==> src/hdl/protobuf_field_locator_defines.svh <==
// assertion macros used by the protobuf field locator top level
`ifndef PROTOBUF_FIELD_LOCATOR_DEFINES_SVH
`define PROTOBUF_FIELD_LOCATOR_DEFINES_SVH

// same-cycle implication, checked on every rising edge outside reset
`define PBFL_ASSERT_IMP(label, ante, cons) \
  label: assert property (@(posedge clk_i) disable iff (!rst_ni) (ante) |-> (cons)) \
    else $error("protobuf_field_locator: assertion failed");

// next-cycle implication, checked on every rising edge outside reset
`define PBFL_ASSERT_NXT(label, ante, cons) \
  label: assert property (@(posedge clk_i) disable iff (!rst_ni) (ante) |=> (cons)) \
    else $error("protobuf_field_locator: assertion failed");

`endif

==> src/hdl/pbfl_pkg.sv <==
// types, codes and constants of the protobuf field locator
`timescale 1ns / 1ps
package pbfl_pkg;

  localparam int unsigned MaxMessageBytesDefault = 65536;
  localparam int unsigned TargetWidth            = 29;
  localparam logic [TargetWidth-1:0] TargetReset = 29'd1;

  localparam int unsigned OffsetWidth = 16;
  localparam int unsigned LengthWidth = 17;

  // scan phase codes
  localparam logic [2:0] PhTag     = 3'd0;
  localparam logic [2:0] PhVarskip = 3'd1;
  localparam logic [2:0] PhLen     = 3'd2;
  localparam logic [2:0] PhNamelen = 3'd3;
  localparam logic [2:0] PhSkip    = 3'd4;
  localparam logic [2:0] PhName    = 3'd5;
  localparam logic [2:0] PhFound   = 3'd6;
  localparam logic [2:0] PhErr     = 3'd7;

  // wire types
  localparam logic [2:0] WtVarint  = 3'd0;
  localparam logic [2:0] WtFixed64 = 3'd1;
  localparam logic [2:0] WtLenDlm  = 3'd2;
  localparam logic [2:0] WtFixed32 = 3'd5;

  localparam logic [3:0] VarintMaxBytes = 4'd10;

  // result status codes
  localparam logic [1:0] StatusFound     = 2'd0;
  localparam logic [1:0] StatusAbsent    = 2'd1;
  localparam logic [1:0] StatusMalformed = 2'd2;

  typedef struct packed {
    logic [7:0] data_byte;
    logic       last;
  } in_item_t;

  typedef struct packed {
    logic [1:0]             status;
    logic [OffsetWidth-1:0] name_offset;
    logic [LengthWidth-1:0] name_length;
  } out_item_t;

endpackage

==> src/hdl/pbfl_scan.sv <==
// byte-wise wire-format scanner: parser state and per-byte next-state logic
`timescale 1ns / 1ps
module pbfl_scan #(
  parameter int unsigned MaxMessageBytes = pbfl_pkg::MaxMessageBytesDefault
) (
  input  logic                                clk_i,
  input  logic                                rst_ni,
  input  logic                                step_i,
  input  pbfl_pkg::in_item_t                  item_i,
  input  logic [pbfl_pkg::TargetWidth-1:0]    target_i,
  output pbfl_pkg::out_item_t                 result_o
);
  import pbfl_pkg::*;

  localparam int unsigned PosWidth = $clog2(MaxMessageBytes + 1);
  localparam logic [PosWidth-1:0] PosMax = PosWidth'(MaxMessageBytes);

  logic [2:0]             phase_q, phase_d;
  logic [63:0]            acc_q, acc_d;
  logic [3:0]             cnt_q, cnt_d;
  logic [PosWidth-1:0]    skip_q, skip_d;
  logic [PosWidth-1:0]    pos_q, pos_d;
  logic [OffsetWidth-1:0] off_q, off_d;
  logic [LengthWidth-1:0] len_q, len_d;

  logic [6:0]             sh_full;
  logic [63:0]            acc_new;
  logic [2:0]             wt;
  logic [60:0]            fnum;
  logic                   len_big;
  logic [PosWidth-1:0]    pos_after;
  logic [PosWidth-1:0]    skip_dec;
  logic [3:0]             cnt_inc;

  always_comb begin
    sh_full   = 7'(cnt_q) * 7'd7;
    acc_new   = acc_q | (64'(item_i.data_byte[6:0]) << sh_full[5:0]);
    wt        = acc_new[2:0];
    fnum      = acc_new[63:3];
    len_big   = acc_new > 64'(MaxMessageBytes);
    pos_after = pos_q + PosWidth'(1);
    skip_dec  = (skip_q == '0) ? skip_q : skip_q - PosWidth'(1);
    cnt_inc   = cnt_q + 4'd1;

    phase_d = phase_q;
    acc_d   = acc_q;
    cnt_d   = cnt_q;
    skip_d  = skip_q;
    pos_d   = pos_q;
    off_d   = off_q;
    len_d   = len_q;

    if (phase_q != PhFound && phase_q != PhErr) begin
      if (pos_q >= PosMax) begin
        phase_d = PhErr;
      end else begin
        pos_d = pos_after;
        if (phase_q == PhSkip || phase_q == PhName) begin
          skip_d = skip_dec;
          if (skip_dec == '0) begin
            phase_d = (phase_q == PhName) ? PhFound : PhTag;
          end
        end else if (item_i.data_byte[7]) begin
          acc_d = acc_new;
          cnt_d = cnt_inc;
          if (cnt_inc >= VarintMaxBytes) begin
            phase_d = PhErr;
          end
        end else begin
          acc_d = '0;
          cnt_d = '0;
          case (phase_q)
            PhTag: begin
              if (wt == WtLenDlm && fnum == 61'(target_i)) begin
                phase_d = PhNamelen;
              end else if (wt == WtVarint) begin
                phase_d = PhVarskip;
              end else if (wt == WtFixed64) begin
                skip_d  = PosWidth'(8);
                phase_d = PhSkip;
              end else if (wt == WtLenDlm) begin
                phase_d = PhLen;
              end else if (wt == WtFixed32) begin
                skip_d  = PosWidth'(4);
                phase_d = PhSkip;
              end else begin
                phase_d = PhErr;
              end
            end
            PhVarskip: begin
              phase_d = PhTag;
            end
            PhLen: begin
              if (len_big) begin
                phase_d = PhErr;
              end else if (acc_new == '0) begin
                phase_d = PhTag;
              end else begin
                skip_d  = acc_new[PosWidth-1:0];
                phase_d = PhSkip;
              end
            end
            PhNamelen: begin
              if (len_big) begin
                phase_d = PhErr;
              end else begin
                off_d = OffsetWidth'(pos_after);
                len_d = LengthWidth'(acc_new[PosWidth-1:0]);
                if (acc_new == '0) begin
                  phase_d = PhFound;
                end else begin
                  skip_d  = acc_new[PosWidth-1:0];
                  phase_d = PhName;
                end
              end
            end
            default: begin
              phase_d = PhErr;
            end
          endcase
        end
      end
    end

    // verdict seen after this byte
    result_o.name_offset = '0;
    result_o.name_length = '0;
    if (phase_d == PhFound) begin
      result_o.status      = StatusFound;
      result_o.name_offset = off_d;
      result_o.name_length = len_d;
    end else if (phase_d == PhTag && cnt_d == '0) begin
      result_o.status = StatusAbsent;
    end else begin
      result_o.status = StatusMalformed;
    end

    // re-arm for the next message
    if (item_i.last) begin
      phase_d = PhTag;
      acc_d   = '0;
      cnt_d   = '0;
      skip_d  = '0;
      pos_d   = '0;
      off_d   = '0;
      len_d   = '0;
    end
  end

  always_ff @(posedge clk_i or negedge rst_ni) begin
    if (!rst_ni) begin
      phase_q <= PhTag;
      acc_q   <= '0;
      cnt_q   <= '0;
      skip_q  <= '0;
      pos_q   <= '0;
      off_q   <= '0;
      len_q   <= '0;
    end else if (step_i) begin
      phase_q <= phase_d;
      acc_q   <= acc_d;
      cnt_q   <= cnt_d;
      skip_q  <= skip_d;
      pos_q   <= pos_d;
      off_q   <= off_d;
      len_q   <= len_d;
    end
  end

endmodule

==> src/hdl/protobuf_field_locator.sv <==
// top level of the protobuf field locator: channels, staging and result register
// usage
//   in channel: one message byte per transaction, last marks the final byte
//   out channel: one result transaction per message, issued for its last byte,
//     status found / not present / malformed with payload offset and length
//   cfg channel: writes the target field number, always ready, write only
//     while no message is in flight
// timing
//   a byte waits in the input register until it moves on and updates the
//   parser state; the result of a last byte is captured in the result register
//   as that byte moves on, and the result register drives out_valid_o
//   one byte per cycle sustained, including back-to-back messages, but for stalls
// stalls
//   a held result blocks only a following last byte; ordinary bytes keep
//   flowing until that last byte sits in the input register, then in_ready_o
//   stays low until the held result is taken
// reset
//   parser returns to reading a tag at offset zero, both registers empty,
//   target field number back to 1
`timescale 1ns / 1ps
module protobuf_field_locator #(
  parameter int unsigned MaxMessageBytes = pbfl_pkg::MaxMessageBytesDefault
) (
  input  logic                             clk_i,
  input  logic                             rst_ni,
  input  logic                             in_valid_i,
  output logic                             in_ready_o,
  input  pbfl_pkg::in_item_t               in_data_i,
  output logic                             out_valid_o,
  input  logic                             out_ready_i,
  output pbfl_pkg::out_item_t              out_data_o,
  input  logic                             cfg_valid_i,
  output logic                             cfg_ready_o,
  input  logic [pbfl_pkg::TargetWidth-1:0] cfg_data_i
);
  import pbfl_pkg::*;
  `include "protobuf_field_locator_defines.svh"

  // input register
  logic      in_vld_q;
  in_item_t  in_q;
  // result register
  logic      out_vld_q;
  out_item_t out_q;
  // target field number
  logic [TargetWidth-1:0] target_q;

  out_item_t scan_res;
  logic      stage_adv;
  logic      in_acc;

  // the staged byte moves on unless it would produce a result with nowhere to go
  assign stage_adv  = in_vld_q && (!in_q.last || !out_vld_q || out_ready_i);
  assign in_ready_o = !in_vld_q || stage_adv;
  assign in_acc     = in_valid_i && in_ready_o;

  assign cfg_ready_o = 1'b1;
  assign out_valid_o = out_vld_q;
  assign out_data_o  = out_q;

  pbfl_scan #(
    .MaxMessageBytes(MaxMessageBytes)
  ) u_scan (
    .clk_i   (clk_i),
    .rst_ni  (rst_ni),
    .step_i  (stage_adv),
    .item_i  (in_q),
    .target_i(target_q),
    .result_o(scan_res)
  );

  always_ff @(posedge clk_i or negedge rst_ni) begin
    if (!rst_ni) begin
      in_vld_q  <= 1'b0;
      out_vld_q <= 1'b0;
      target_q  <= TargetReset;
    end else begin
      if (in_acc) begin
        in_vld_q <= 1'b1;
      end else if (stage_adv) begin
        in_vld_q <= 1'b0;
      end
      if (stage_adv && in_q.last) begin
        out_vld_q <= 1'b1;
      end else if (out_ready_i) begin
        out_vld_q <= 1'b0;
      end
      if (cfg_valid_i) begin
        target_q <= cfg_data_i;
      end
    end
  end

  // payload registers
  always_ff @(posedge clk_i) begin
    if (in_acc) begin
      in_q <= in_data_i;
    end
    if (stage_adv && in_q.last) begin
      out_q <= scan_res;
    end
  end

  // a last byte always lands a result
  `PBFL_ASSERT_NXT(a_last_gives_result, stage_adv && in_q.last, out_vld_q)
  // ordinary bytes never create or drop a result
  `PBFL_ASSERT_NXT(a_no_spurious_result, stage_adv && !in_q.last,
                   out_vld_q == $past(out_vld_q && !out_ready_i))
  // a staged byte is never lost while blocked
  `PBFL_ASSERT_NXT(a_stage_holds, in_vld_q && !stage_adv, in_vld_q)
  // status is one of the three defined codes
  `PBFL_ASSERT_IMP(a_status_legal, out_vld_q,
                   out_q.status == StatusFound || out_q.status == StatusAbsent ||
                   out_q.status == StatusMalformed)
  // offset and length only accompany a found status
  `PBFL_ASSERT_IMP(a_zero_unless_found, out_vld_q && out_q.status != StatusFound,
                   out_q.name_offset == '0 && out_q.name_length == '0)

endmodule
==> config.mk <==
export PLATFORM = sky130hd
export DESIGN_NAME = protobuf_field_locator
export DESIGN_NICKNAME = d
export VERILOG_FILES = /design/src/hdl/pbfl_pkg.sv /design/src/hdl/pbfl_scan.sv /design/src/hdl/protobuf_field_locator.sv
export VERILOG_INCLUDE_DIRS = /design/src /design/src/hdl
export SDC_FILE = /design/constraint.sdc
export NUM_CORES = 1
export LEC_CHECK = 0
export ABC_AREA = 1
export BUFFER_PORTS_ARGS = -buffer_cell sky130_fd_sc_hd__clkbuf_2
export CAP_MARGIN = 20
export CORE_MARGIN = 2
export CORE_UTILIZATION = 27
export DETAILED_ROUTE_END_ITERATION = 12
export PLACE_DENSITY = 0.51
export SYNTH_ARGS = -nofsm -noshare
export SYNTH_HDL_FRONTEND = slang
export SYNTH_SLANG_ARGS = --single-unit
==> constraint.sdc <==
create_clock -name clk_i -period 5.95 [get_ports clk_i]
set_input_delay 0.8925 -clock clk_i [delete_from_list [all_inputs] [get_ports clk_i]]
set_output_delay 0.8925 -clock clk_i [all_outputs]
set_load 0.01 [all_outputs]
Word-level counts from Yosys, hierarchy flattened
Index checks and enable logic that the tools add are counted.
{ "totals": {"output_inout_bits": 38, "latch_bits": 0, "in_bits": 43, "ramBits": 0, "mem_bits_ro": 0, "reg_bits": 213, "wordCells": 137, "mem_count": 0} }
{ "classes": {"bitwise_logic": 1, "multipliers": 1, "n_eq_ne": 21, "div": 0, "reduce_logical": 28, "add_sub_neg": 3, "mux": 64, "n_shift": 1, "n_lt_le_gt_ge": 3} }
{ "ops": {"columns": ["operator", "n"], "rows": [
  ["17-bit 2-to-1 mux", 23],
  ["64-bit 2-to-1 mux", 5],
  ["16-bit 2-to-1 mux", 7],
  ["64-bit by 17-bit greater-than comparator with 1-bit output, second input constant", 1],
  ["64-bit logical NOT", 1],
  ["64-bit bitwise OR", 1],
  ["7-bit by 6-bit left shift with 64-bit output", 1],
  ["61-bit by 29-bit equality test with 1-bit output", 1],
  ["3-bit 2-to-1 mux", 15],
  ["17-bit logical NOT", 2],
  ["17-bit one-hot mux with 2 select lines", 1],
  ["4-bit 2-to-1 mux", 5],
  ["17-bit by 1-bit adder with 17-bit output, second input constant", 1],
  ["17-bit >= comparator, second input constant", 1],
  ["17-bit by 1-bit subtractor with 17-bit output, second input constant", 1],
  ["3-bit equality test, second input constant", 4],
  ["4-bit by 3-bit != test with 1-bit output, second input constant", 3],
  ["3-bit one-hot mux with 4 select lines", 1],
  ["11-bit AND reduction", 1],
  ["3-bit by 2-bit equality test with 1-bit output, second input constant", 3],
  ["3-bit logical NOT", 3],
  ["3-bit by 1-bit equality test with 1-bit output, second input constant", 2],
  ["1-bit logical AND", 6],
  ["4-bit by 3-bit multiplier with 6-bit output, second input constant", 1],
  ["other kinds (18)", 32]
]} }

Longest topological paths before layout
{ "logic_depth": {"ltp_word": 17, "depth_mapped": 29, "mapped_depth_nobuf": 27} }

Cells and area by module
From an unflattened synthesis, not the netlist that was laid out.
{ "hier_totals": {"hier_cells": 1565, "area_unflattened_um2": 12401.9} }
{ "by_module_without_submodules": {"columns": ["module", "area_each_um2", "cells_per_inst", "seq_area_each_um2", "instances"], "rows": [
  ["pbfl_scan", 9691.8, 1383, 3453.3, 1],
  ["protobuf_field_locator", 2710.1, 182, 2098.3, 1]
]} }

Least setup slack after synthesis
OpenSTA, ideal clock, no wires.
{ "synth_timing": {"kind": "register -> register", "start": "reg u_scan.cnt_q[0]", "end": "reg out_q (netlist bit out_data_o[17]), data pin", "stages_incl_launch_ff": 24, "setup_time_ns": 0.257, "arrival_time_ns": 3.808, "t_required_ns": 5.693, "path_buffers": 4, "period_less_slack_ns": 4.065, "slack_ns": 1.885, "path_cell_list": "dfrtp_1 fa_1 ha_1 inv_1 fa_1 clkbuf_1 buf_1 nand3_1 nand4_1 nand2_1 nor2_1 nand2_1 nor2_1 nand2_1 nor2_2 nand2_1 nand2_1 nand2_1 nor3_2 buf_6 buf_6 nand2_1 o21ai_1 nor2_1"} }
{ "synth_via": {"elab_chain_cells": 15, "word_cells_on_any_way": 35, "classes_between": "1 x add/sub; 1 x mul; 2 x order compare; 5 x eq/ne; 1 x shift; 21 x mux; 1 x bitwise; 3 x reduce/logical"} }
{ "synth_lines": {"columns": ["element", "line_no", "rtl"], "rows": [
  ["start: declaration", "pbfl_scan.sv:20", "logic [3:0] cnt_q, cnt_d;"],
  ["start signal: assignment", "pbfl_scan.sv:162", "cnt_q <= cnt_d;"],
  ["branches (longest 15 deep; another with 64-bit by 17-bit greater-than comparator with 1-bit output)", null, null],
  ["end signal: assignment", "protobuf_field_locator.sv:100", "out_q <= scan_res;"],
  ["end: declaration", "protobuf_field_locator.sv:44", "out_item_t out_q;"]
]} }
Parallel ways; which one is timed is not known.
A chain may end at the register's enable or synchronous reset.

Worst setup path in the final report
{ "layout_timing": {"start": "reg u_scan.cnt_q[2]", "end": "reg out_q (netlist bit out_data_o[30]), data pin"} }
The elaborated chain is that of the path after synthesis.

==> reports/qor.yml <==
sta:
  worst_pin_slew_ps: 1161
  relSlewSlack_pct: 22.63
  tns_ps: 0
  rsz0062_at_grt: "no"
  fin_crit_ps: 5485
  maxSlewViolCount: 0
  hold_viol: 0
  fin_crit_sh_pct: 92.18
  finalSetupViolCount: 0
  fin_skew_ps: 24.40
  maxClockFrequency_ghz: 0.1823
floorplan:
  start_util_pct: 27.35
  design.die.area_sq_mm: 0.04641
  core_sq_mm: 0.04412
  fp.dieH_um: 215.4
  ios: 81
  rows: 77
  die_x_um: 215.4
setup_path:
  required_ps: 6270
  r2r_end: "out_data_o[30]"
  rrSetupSlack_ps: 470
  crit_fanout: 33
  slowest_delay_ps: 580
  slowest_stage: "fa_1"
  startpoint_type: "flop"
  rr_worst_depth: 28
  crit_arrival_ps: 5800
  worst_setup_path_end_kind: "flop"
  endpoint: "out_data_o[30]"
  crit_top_cell: "nand2_1"
  startpoint: "u_scan.cnt_q[2]"
  crit_type: "flop to flop"
  regToRegStartpoint: "u_scan.cnt_q[2]"
place:
  dp_hpwl_um: 26270
  postPlaceCellArea_sq_mm: 0.01307
  dp.cells: 2239
  place_congestion: 0.8918
  io_buffers: 79
yosys:
  synth-simple-area-share_pct: 28.64
  synth_top_family_by_area: "simple AND/OR/NAND/NOR gates"
  ys_ff_latch: 213
  synth-compound-area-share_pct: 12.20
  postSynthCellCount: 1620
  yosys_warnings: 0
  syn_area_per_cell_sq_um: 7.450
  synthMuxAreaShare_pct: 0.3732
  netlist_area_sq_mm: 0.01207
  synth_fp_nets: 1677
  synth_fa_ha_area_share_pct: 1.700
  synth_cell_type_count: 46
  yosys.area_share.xor_xnor_pct: 1.731
  synth_edf_count: 44
  ys_seq_area_share_pct: 46.00
  async_reset_ff_share_pct: 79.34
  yosys_most_used_dff: "dfrtp_1"
power_and_ir_drop:
  ir_worst_vdd_mv: 0.2385
  p_leak_nw: 6.490
  powerDensity_mw_per_mm2: 426.2
layout:
  stdcell_count: 2290
  syn_to_final_growth_pct: 16.20
  design_area_sq_mm: 0.01402
  drive_gt1_share_pct: 10.13
  final_nets: 1734
  post-route-util_pct: 31.78
  antenna_cells: 0
global_route:
  grt_max_degree: 168
  grt_pass1_vias: 10540
  grt_overflow_total: 0
  grt_pass1_wl_um: 59880
  antenna_found_initial: 0
  track_usage_pct: 16.18
run_status:
  outcome: "finished, final reports clean"
flow_run:
  drv_cap: 0
clock_tree:
  post_cts_buffers: 0
  cts_tree: "done"
  cts_made_buffers: 28
  htree_levels: 1
  cts_root_buf: "clkbuf_16"
  clk_latency_ps: 570
  path_clk_slew_ps: 50
  hold_buffers: 0
  cts_num_sinks: 213
  clockBufferDepth: 3
  cts_resized: 0
drt:
  vias: 10910
  antenna_left: 0
  viasPerCell: 4.765
  first_pass_iters: 6
  wire_per_inst_um: 16.28
  drt-total-wl_um: 37280
  drc_errors: 0
  drtIter0Drc: 969
hold_path:
  hp-class: "input pin to asynchronous set/reset pin"
## flip-flops by register name, summed over array words and instances (netlist names), 9 cells and up
signal,flops
u_scan.len_q,17
target_q,29
u_scan.acc_q,64
u_scan.off_q,16
out_data_o,35
u_scan.skip_q,17
u_scan.pos_q,17
in_q,9
## critical path, delay by kind of cell (launching register included)
kind            cells  cell delay (ps)
flops               1              490
simple gates       20             2310
compound gates      2              780
fa+ha+maj           2              770
buf+inv             4              860
## per-stage QoR
| step | hold WS [ps] | total power [mW] | worst slack [ps] |
|---|---|---|---|
| after global routing | 66.24 | 6.443 | 57.62 |
| after floorplan | 453.4 | 3.489 | 1885 |
| final | 98.95 | 5.977 | 465.4 |
| after detailed placement | 472.9 | 4.260 | 546.6 |
| after global placement | 465.8 | 4.262 | 527.2 |
| after CTS | 61.78 | 6.039 | 526.8 |
## logic make-up (layout without fill, tap and decap cells)
group           after synthesis  after routing
flops                       213            213
compound gates              259            259
simple gates                825            825
fa+ha+maj                    14             14
mux                           4              4
xor+xnor                     23             23
buf+inv                     281            359
other cells                   1              1
## cell usage in the layout, fill, tap and decap left out, types with 28 or more instances in the layout
cell type  Yosys  final
o21ai_1       53     53
inv_1        207    207
nand2_1      457    456
dfrtp_1      168    168
clkbuf_16      0     28
o21ai_0       76     76
clkbuf_2       0     78
nor2_1       163    163
nand4_1       59     59
a21oi_1       54     54
nand3_1      120    120
edfxtp_1      44     44
## cells in the mapped netlist, types with 2 or more instances
cell type  instances  area [sq um]
nor4_1             3         18.77
dfrtp_1          168          4204
clkinv_1           2         7.510
clkbuf_1          41         153.9
nand3_1          120         600.6
nand2_1          457          1715
o22ai_1           26         162.7
o21ai_2           10         87.58
ha_1              10         125.1
inv_2              3         11.26
a31oi_1            2         12.51
o211ai_1           6         45.04
a211oi_1           2         15.01
xnor2_1            2         17.52
o21ai_0           76         380.4
a22oi_1           22         165.2
buf_6              5         56.30
buf_4              4         30.03
xor2_1            20         175.2
a32o_1             2         20.02
edfxtp_1          44          1321
inv_1            207         777.0
a21oi_1           54         270.3
nand4_1           59         369.1
buf_2             14         70.07
nor3_1            13         65.06
mux2_2             4         45.04
a21oi_2            2         17.52
fa_1               4         80.08
or2_2              3         18.77
nor2_1           163         611.8
nand3_2            2         20.02
o21ai_1           53         265.3
buf_1              5         18.77
## power breakdown
group / internal [mW] / total (mW) / switching [mW]
clock: 1.05 / 1.74 / 0.684
combinational: 0.699 / 2.50 / 1.80
sequential: 1.63 / 1.74 / 0.108
total: 3.39 / 5.98 / 2.59
## worst min-delay path by stage
stage	to	slack [ps]	cells after the start
3_3_place_gp	u_scan.len_q[2]	470	2
2_1_floorplan	u_scan.len_q[1]	450	2
6_report	in_vld_q	100	1
3_5_place_dp	u_scan.len_q[1]	470	2
4_1_cts	in_vld_q	60	1
5_1_grt	out_valid_o	70	1
## per-layer routing
metal | global-route usage [%] | wire [um] | part of all wire (%)
met1 | 22.68 | 17600 | 47
met2 | 25.83 | 16770 | 45
met3 | 2.875 | 2029 | 5.4
met4 | 4.023 | 872 | 2.3
met5 | 0 | 0 | 0
## final cells by class
class / instances / area [sq um]
Multi-Input combinational cell: 1126 / 5401
Sequential cell: 213 / 5552
Tap cell: 592 / 740.7
Timing Repair Buffer: 96 / 579.3
Inverter: 212 / 795.8
Clock inverter: 7 / 75.07
Fill cell: 4829 / 30100
Clock buffer: 44 / 880.8
Note: power is estimated with default switching activity, not from simulation.
